<file path="src/cts_pkg.sv">
`timescale 1ns / 1ps

package cts_pkg;

	localparam logic [1:0] MODE_ADD  = 2'd0;
	localparam logic [1:0] MODE_TICK = 2'd1;
	localparam logic [1:0] MODE_DISP = 2'd2;
	localparam logic [1:0] MODE_RSVD = 2'd3;

	localparam logic [7:0] PENDING_MAX = 8'hFF;

	typedef struct packed {
		logic [1:0]  mode;
		logic [7:0]  task_handle;
		logic [15:0] period;
		logic [15:0] delay;
	} req_t;

	typedef struct packed {
		logic [7:0] task_handle_out;
		logic [2:0] slot_index;
		logic       hit;
		logic       table_full;
		logic       last;
	} rsp_t;

	// One table entry as it is kept in the slot memory.
	typedef struct packed {
		logic [7:0]  handle;
		logic [15:0] period;
		logic [15:0] delay_left;
		logic [7:0]  pending;
	} slot_t;

	localparam int SLOT_BITS = $bits(slot_t);

endpackage

</file>
<file path="src/cooperative_task_scheduler.sv">
`timescale 1ns / 1ps
// Add: the answer is registered from the ADD state once the result register is free.
// Tick: the walk reads one slot memory entry per cycle.
// Dispatch: a memory read, then a write back, for each ready slot in turn.
// One item is worked on at a time; the next is taken once the block is idle again.
// Reset clears the used and ready flags at once; memory contents need no clearing.
module cooperative_task_scheduler import cts_pkg::*; #(
	parameter int TASK_SLOTS = 8
) (
	input  logic clk,
	input  logic arst_n,
	input  req_t req,
	input  logic req_valid,
	output logic req_ready,
	output rsp_t rsp,
	output logic rsp_valid,
	input  logic rsp_ready
);

	localparam int SW = (TASK_SLOTS > 1) ? $clog2(TASK_SLOTS) : 1;
	localparam int CW = $clog2(TASK_SLOTS + 1);
	localparam logic [CW-1:0] WALK_END = CW'(TASK_SLOTS);

	typedef enum logic [2:0] {
		ST_IDLE,
		ST_ADD,
		ST_TICK,
		ST_DRD,
		ST_DWB
	} state_t;

	// Lowest set bit of a slot vector, with a found flag on top.
	function automatic logic [SW:0] first_one(input logic [TASK_SLOTS-1:0] v);
		logic [SW:0] r;
		r = '0;
		for (int i = TASK_SLOTS - 1; i >= 0; i--) begin
			if (v[i]) begin
				r = {1'b1, SW'(i)};
			end
		end
		return r;
	endfunction

	state_t                state_q;
	req_t                  req_q;
	logic [TASK_SLOTS-1:0] used_q;
	logic [TASK_SLOTS-1:0] ready_q;
	logic [TASK_SLOTS-1:0] rem_q;
	logic [CW-1:0]         rd_cnt_q;
	logic                  v_s1;
	logic [SW-1:0]         idx_s1;
	logic                  rsp_valid_q;
	rsp_t                  rsp_q;

	logic                  ram_we;
	logic [SW-1:0]         ram_waddr;
	slot_t                 ram_wdata;
	logic                  ram_re;
	logic [SW-1:0]         ram_raddr;
	slot_t                 ram_rdata;

	logic [SW:0]           free_sel;
	logic [SW:0]           pick_sel;
	logic                  ofree;
	logic                  walk_more;
	logic                  rsp_load;
	slot_t                 tick_word;
	slot_t                 disp_word;
	logic [TASK_SLOTS-1:0] rem_after;

	cts_ram #(
		.WIDTH(SLOT_BITS),
		.DEPTH(TASK_SLOTS)
	) u_ram (
		.clk  (clk),
		.we   (ram_we),
		.waddr(ram_waddr),
		.wdata(ram_wdata),
		.re   (ram_re),
		.raddr(ram_raddr),
		.rdata(ram_rdata)
	);

	assign free_sel  = first_one(~used_q);
	assign pick_sel  = first_one(rem_q);
	assign ofree     = !rsp_valid_q || rsp_ready;
	assign walk_more = (rd_cnt_q != WALK_END);
	assign rem_after = rem_q & ~(TASK_SLOTS'(1) << idx_s1);

	// A new result enters the output register at this edge: an add answer,
	// the empty dispatch answer, or one dispatched slot.
	assign rsp_load = ofree && (state_q == ST_ADD || state_q == ST_DWB ||
		(state_q == ST_DRD && !pick_sel[SW]));

	// A tick on a slot: an expired delay owes one more run (saturating) and
	// reloads from the period when the task is periodic; otherwise count down.
	always_comb begin
		tick_word = ram_rdata;
		if (ram_rdata.delay_left == 16'd0) begin
			if (ram_rdata.pending != PENDING_MAX) begin
				tick_word.pending = ram_rdata.pending + 8'd1;
			end
			if (ram_rdata.period != 16'd0) begin
				tick_word.delay_left = ram_rdata.period;
			end
		end else begin
			tick_word.delay_left = ram_rdata.delay_left - 16'd1;
		end
	end

	// A dispatch consumes one owed run.  A one-shot slot is freed through
	// its used flag, so the memory word itself may keep stale contents.
	always_comb begin
		disp_word = ram_rdata;
		disp_word.pending = ram_rdata.pending - 8'd1;
	end

	// Memory port control.  Within a walk each slot is read once and written
	// at most once, and a write always lands before any later read
	// of the same entry, so no forwarding path is needed.
	always_comb begin
		ram_we    = 1'b0;
		ram_waddr = idx_s1;
		ram_wdata = ram_rdata;
		ram_re    = 1'b0;
		ram_raddr = idx_s1;
		unique case (state_q)
			ST_ADD: begin
				if (ofree && free_sel[SW]) begin
					ram_we    = 1'b1;
					ram_waddr = free_sel[SW-1:0];
					ram_wdata = '{handle: req_q.task_handle, period: req_q.period,
						delay_left: req_q.delay, pending: 8'd0};
				end
			end
			ST_TICK: begin
				ram_re    = walk_more;
				ram_raddr = rd_cnt_q[SW-1:0];
				if (v_s1 && used_q[idx_s1]) begin
					ram_we    = 1'b1;
					ram_wdata = tick_word;
				end
			end
			ST_DRD: begin
				ram_re    = pick_sel[SW];
				ram_raddr = pick_sel[SW-1:0];
			end
			ST_DWB: begin
				if (ofree) begin
					ram_we    = 1'b1;
					ram_wdata = disp_word;
				end
			end
			default: begin
			end
		endcase
	end

	// Control state, flag vectors and the result valid flag.
	always_ff @(posedge clk or negedge arst_n) begin
		if (!arst_n) begin
			state_q     <= ST_IDLE;
			used_q      <= '0;
			ready_q     <= '0;
			rem_q       <= '0;
			rd_cnt_q    <= '0;
			v_s1        <= 1'b0;
			rsp_valid_q <= 1'b0;
		end else begin
			if (rsp_load) begin
				rsp_valid_q <= 1'b1;
			end else if (rsp_ready) begin
				rsp_valid_q <= 1'b0;
			end
			unique case (state_q)
				ST_IDLE: begin
					if (req_valid) begin
						unique case (req.mode)
							MODE_ADD:  state_q <= ST_ADD;
							MODE_TICK: begin
								state_q  <= ST_TICK;
								rd_cnt_q <= '0;
								v_s1     <= 1'b0;
							end
							MODE_DISP: begin
								state_q <= ST_DRD;
								rem_q   <= used_q & ready_q;
							end
							default: state_q <= ST_IDLE;
						endcase
					end
				end
				ST_ADD: begin
					if (ofree) begin
						if (free_sel[SW]) begin
							used_q[free_sel[SW-1:0]]  <= 1'b1;
							ready_q[free_sel[SW-1:0]] <= 1'b0;
						end
						state_q <= ST_IDLE;
					end
				end
				ST_TICK: begin
					if (walk_more) begin
						rd_cnt_q <= rd_cnt_q + CW'(1);
					end
					v_s1 <= walk_more;
					if (v_s1 && used_q[idx_s1]) begin
						ready_q[idx_s1] <= (tick_word.pending != 8'd0);
					end
					if (!walk_more && !v_s1) begin
						state_q <= ST_IDLE;
					end
				end
				ST_DRD: begin
					if (pick_sel[SW]) begin
						state_q <= ST_DWB;
					end else if (ofree) begin
						state_q <= ST_IDLE;
					end
				end
				ST_DWB: begin
					if (ofree) begin
						rem_q[idx_s1] <= 1'b0;
						if (ram_rdata.period == 16'd0) begin
							used_q[idx_s1]  <= 1'b0;
							ready_q[idx_s1] <= 1'b0;
						end else begin
							ready_q[idx_s1] <= (disp_word.pending != 8'd0);
						end
						state_q <= (rem_after == '0) ? ST_IDLE : ST_DRD;
					end
				end
				default: state_q <= ST_IDLE;
			endcase
		end
	end

	// Payload registers: the held item, the slot in flight and the result.
	always_ff @(posedge clk) begin
		if (state_q == ST_IDLE && req_valid) begin
			req_q <= req;
		end
		if (state_q == ST_TICK && walk_more) begin
			idx_s1 <= rd_cnt_q[SW-1:0];
		end
		if (state_q == ST_DRD) begin
			idx_s1 <= pick_sel[SW-1:0];
		end
		if (ofree) begin
			if (state_q == ST_ADD) begin
				if (free_sel[SW]) begin
					rsp_q <= '{task_handle_out: req_q.task_handle,
						slot_index: 3'(free_sel[SW-1:0]), hit: 1'b1,
						table_full: 1'b0, last: 1'b1};
				end else begin
					rsp_q <= '{task_handle_out: 8'd0, slot_index: 3'd0, hit: 1'b0,
						table_full: 1'b1, last: 1'b1};
				end
			end
			if (state_q == ST_DRD && !pick_sel[SW]) begin
				rsp_q <= '{task_handle_out: 8'd0, slot_index: 3'd0, hit: 1'b0,
					table_full: 1'b0, last: 1'b1};
			end
			if (state_q == ST_DWB) begin
				rsp_q <= '{task_handle_out: ram_rdata.handle, slot_index: 3'(idx_s1),
					hit: 1'b1, table_full: 1'b0, last: (rem_after == '0)};
			end
		end
	end

	assign req_ready = (state_q == ST_IDLE);
	assign rsp       = rsp_q;
	assign rsp_valid = rsp_valid_q;

endmodule

</file>
<file path="src/cts_ram.sv">
`timescale 1ns / 1ps

module cts_ram #(
	parameter  int WIDTH = 8,
	parameter  int DEPTH = 8,
	localparam int AW    = (DEPTH > 1) ? $clog2(DEPTH) : 1
) (
	input  logic                     clk,
	input  logic                     we,
	input  logic [AW-1:0]            waddr,
	input  logic [WIDTH-1:0]         wdata,
	input  logic                     re,
	input  logic [AW-1:0]            raddr,
	output logic [WIDTH-1:0]         rdata
);

	logic [WIDTH-1:0] mem [DEPTH];

	// Read data is registered and holds until the next enabled read.
	always_ff @(posedge clk) begin
		if (we) begin
			mem[waddr] <= wdata;
		end
		if (re) begin
			rdata <= mem[raddr];
		end
	end

endmodule

</file>
<file path="config.mk">
export PLATFORM = sky130hd
export DESIGN_NAME = cooperative_task_scheduler
export DESIGN_NICKNAME = d
export VERILOG_FILES = /design/src/cts_pkg.sv /design/src/cooperative_task_scheduler.sv /design/src/cts_ram.sv
export SDC_FILE = /design/constraint.sdc
export NUM_CORES = 1
export LEC_CHECK = 0
export ABC_CLOCK_PERIOD_IN_PS = 16200
export BUFFER_PORTS_ARGS = -buffer_cell sky130_fd_sc_hd__buf_2
export CAP_MARGIN = 20
export CORE_ASPECT_RATIO = 1.75
export CORE_UTILIZATION = 45
export CTS_CLUSTER_SIZE = 20
export DETAILED_ROUTE_END_ITERATION = 7
export GPL_TIMING_DRIVEN = 0
export HOLD_SLACK_MARGIN = 0.15
export SETUP_SLACK_MARGIN = 0.4
export SLEW_MARGIN = 0
export SYNTH_ARGS = -nofsm -noshare
export SYNTH_HDL_FRONTEND = slang
export SYNTH_SLANG_ARGS = --single-unit
</file>
<file path="constraint.sdc">
create_clock -name clk -period 16.2 [get_ports clk]
set_input_delay 3.24 -clock clk [delete_from_list [all_inputs] [get_ports clk]]
set_output_delay 3.24 -clock clk [all_outputs]
set_load 0.01 [all_outputs]
</file>
==> flow_summary.yaml <==
logic_synthesis:
  async_flop_share_pct: 6.32
  netlist_instances: 1770
  synth_area_leaders: "edfxtp_1, nand2_1, dfrtp_1, nand3_1, a31o_2"
  synth_compound_area_share_pct: 11.6
  syn-cell-area_mm2: 0.0224
  yosysWarnings: 0
  synth_cell_types: 76
  synth_top_family_by_area: "simple AND/OR/NAND/NOR gates"
  yosys-mux-area-fraction_pct: 0.642
  ys_seq_elements: 522
  synth_nets: 1827
  synth_area_per_cell_um2: 12.7
  synthFlopType: "edfxtp_1"
  synthSimpleGateAreaFrac_pct: 14.9
  synthAdderAreaFrac_pct: 0.614
  synth-xor-area-share_pct: 0.391
  synth_top_area_share_pct: 65.5
  yosysTopAreaCell: "edfxtp_1"
  ys_seq_area_share_pct: 69.2
  synth_edf_count: 489
timing:
  slew_viol_final: 0
  setup_violations: 0
  fin_tns_setup_ps: 0
  tightest_slew_ps: 1090
  post-route-period-util_pct: 38.8
  whs_ps: 519
  max_clock_freq_mhz: 159
  rsz0062_at_grt: "no"
  min_period_ps: 6280
  relSlewSlack_pct: 26.7
  final_hold_viol_count: 0
  final.setup_skew_ps: 18.8
setup_path:
  r2r_setup_slack_ps: 11630
  worstReg2RegStart: "used_q[2]"
  endpoint_kind: "flop"
  rr_endpoint: "u_ram.mem[4][8]"
  critPathLaunchType: "primary input"
  critPathKind: "in -> reg"
  cp_max_fo: 25
  cp.required_ps: 16460
  worstPathArrival_ps: 6540
  reg2regPathDepth: 9
clocking:
  clk_latency_ps: 590
  root_buffer: "clkbuf_16"
  htreeDepth: 2
  postCtsSetupBuffers: 0
  clk_path_buf_depth: 3
  clk_pin_slew_worst_paths_ps: 70
  cts_hold_buf: 0
  cts-resized-gates: 0
  clock_sinks: 522
  numCtsBuffers: 48
  cts_tree: "yes"
grt:
  grt_max_degree: 34
  grt_pass1_vias: 15700
  grt_usage_pct: 26.8
  grt_pass1_wl_um: 99000
  antenna_found_initial: 0
  grt_overflow: 0
status:
  status: "finished, final reports clean"
worst_hold_path:
  worst_hold_path_type: "reg -> reg"
  holdPathStages: 1
  hp-start: "ready_q[1]"
  min_to: "ready_q[1]"
detailed_routing:
  wl_per_cell_um: 25.6
  drc: 0
  vias: 15600
  wirelength_um: 66900
  vias_per_cell: 5.96
  drt_iter0_markers: 1439
  ant_nets: 0
  first_pass_iters: 5
placed_design:
  io_buffer_count: 61
  place_hpwl_um: 47400
  place_inst: 2522
  gp_congestion: 0.940
die:
  start_util_pct: 45.9
  fp.dieH_um: 297
  rows: 107
  die_w_um: 171
  ios: 62
  dieArea_mm2: 0.0508
  core_mm2: 0.0489
run:
  maxCapViolCount: 0
pwr:
  powerDensity_mw_per_mm2: 214
  power_frac_seq_pct: 39.1
  switching_share_pct: 40.2
  max-vdd-ir-drop_mv: 0.102
  pwr-share-comb_pct: 40.6
  total_power_mw: 5.48
  pwr-share-clk_pct: 20.3
  internal-power_mw: 3.28
  leakage_nw: 8.80
  p_sw_mw: 2.21
final_layout:
  stdcell_count: 2610
  nFillCells: 4189
  fin_util_pct: 52.5
  drive_above_1_share_pct: 14.4
  nets: 1975
  antenna_cells: 0
  areaGrowthSynthToFinish_pct: 14.5
[flip-flops by register name, summed over array words and instances (netlist names)]
register / count
state_q: 3
ready_q: 8
rem_q: 8
v_s1: 1
idx_s1: 3
u_ram.rdata: 48
rsp: 14
req_q: 40
rd_cnt_q: 4
rsp_valid: 1
u_ram.mem: 384
used_q: 8
[worst max-delay path, cell delays in order]
cell      delay [ps]
buf_2             80
nor2b_1          100
nor2_1           260
and3_1           200
clkbuf_1         520
mux2i_1          660
nand2_1          310
nor2_4           810
buf_12           310
[through the flow]
| stage | instance area [um2] | worst slack, ps |
|---|---|---|
| finish | 25700 | 9920 |
| global route | 25700 | 9700 |
| CTS | 25700 | 9910 |
| detailed placement | 24200 | 9310 |
| global placement | 23500 | 3710 |
| floorplan | 22400 | 8100 |
[cells by family (layout without fill, tap and decap cells)]
kind of cell	count (synthesis)	in the layout
simple gates	742	742
flops	522	522
compound gates	332	332
buf+inv	140	326
mux	13	13
fa+ha+maj	11	11
xor+xnor	10	10
[per-layer routing]
layer	part of all wire, %	vias up	wire, um	global-route usage, %
met5	0	-	0	0
met2	52	607	35000	47.7
li1	-	6995	-	-
met3	5.2	191	3460	3.02
met1	36	7757	24300	30.5
met4	6.2	0	4160	16.0
[cell usage in the layout, fill, tap and decap left out, types with 16 or more instances in the layout]
cell       Yosys  final
buf_6          8     28
inv_1         24     24
o21ai_0       44     43
nor2_1        55     50
a31o_2        51     51
nor4_1        17     16
dfrtp_1       33     33
a311oi_1      48     48
nand3_1      110    110
clkbuf_16      0     48
nor3_1        22     18
clkbuf_1      99    105
nand2_1      427    427
a221oi_1      49     49
and2_1        52     51
edfxtp_1     489    489
buf_2          5     66
a21oi_1       31     31
[how the worst max path moves through the flow]
stage	startpoint	to	slack [ps]	cells past startpoint
after floorplan	rsp_ready	u_ram.mem[2][0]	8100	6
final	rsp_ready	u_ram.mem[4][8]	9920	9
after global placement	rsp_ready	u_ram.mem[3][29]	3710	6
after CTS	rsp_ready	u_ram.mem[4][10]	9910	9
after global routing	rsp_ready	u_ram.mem[4][8]	9700	9
after detailed placement	rsp_ready	u_ram.mem[4][17]	9310	9
[power by group through the flow]
stage / registers (mW) / logic [mW] / clock network, mW
after global routing: 2.16 / 2.40 / 1.18
after floorplan: 2.11 / 1.38 / 0
after detailed placement: 2.17 / 2.22 / 0
after global placement: 2.21 / 2.12 / 0
after CTS: 2.14 / 2.23 / 1.13
final: 2.15 / 2.22 / 1.11
[cell usage after synthesis (5+ instances only)]
master      n
nor2b_1     6
a22o_1     11
and2_1     52
a22oi_1     9
a221o_1    13
buf_2       5
a211oi_1   11
dfrtp_1    33
mux2i_1    11
o211ai_1    5
edfxtp_1  489
nand3_1   110
nand2b_1    8
nand4_1     7
xor2_1      5
inv_1      24
o22ai_1     9
a31o_2     51
nand3b_1    5
clkbuf_1   99
nor4_1     17
o21ai_0    44
nor2_1     55
a31oi_1     6
o31ai_1     6
a311oi_1   48
ha_1       11
xnor2_1     5
nand2_1   427
a21oi_1    31
a221oi_1   49
nor3_1     22
a21boi_0    5
buf_6       8
[layout make-up]
class	count	area [um2]	area share, %
clock buffers	54	1220	4.77
flip-flops and latches	522	15500	60.4
multi-input cells	1108	6390	24.9
plain buffers	116	505	1.97
inverters	24	90.1	0.351
clock inverters	34	289	1.13
repair buffers	98	843	3.29
well taps	654	818	3.19
No activity file was read; power rests on OpenSTA's default activity.
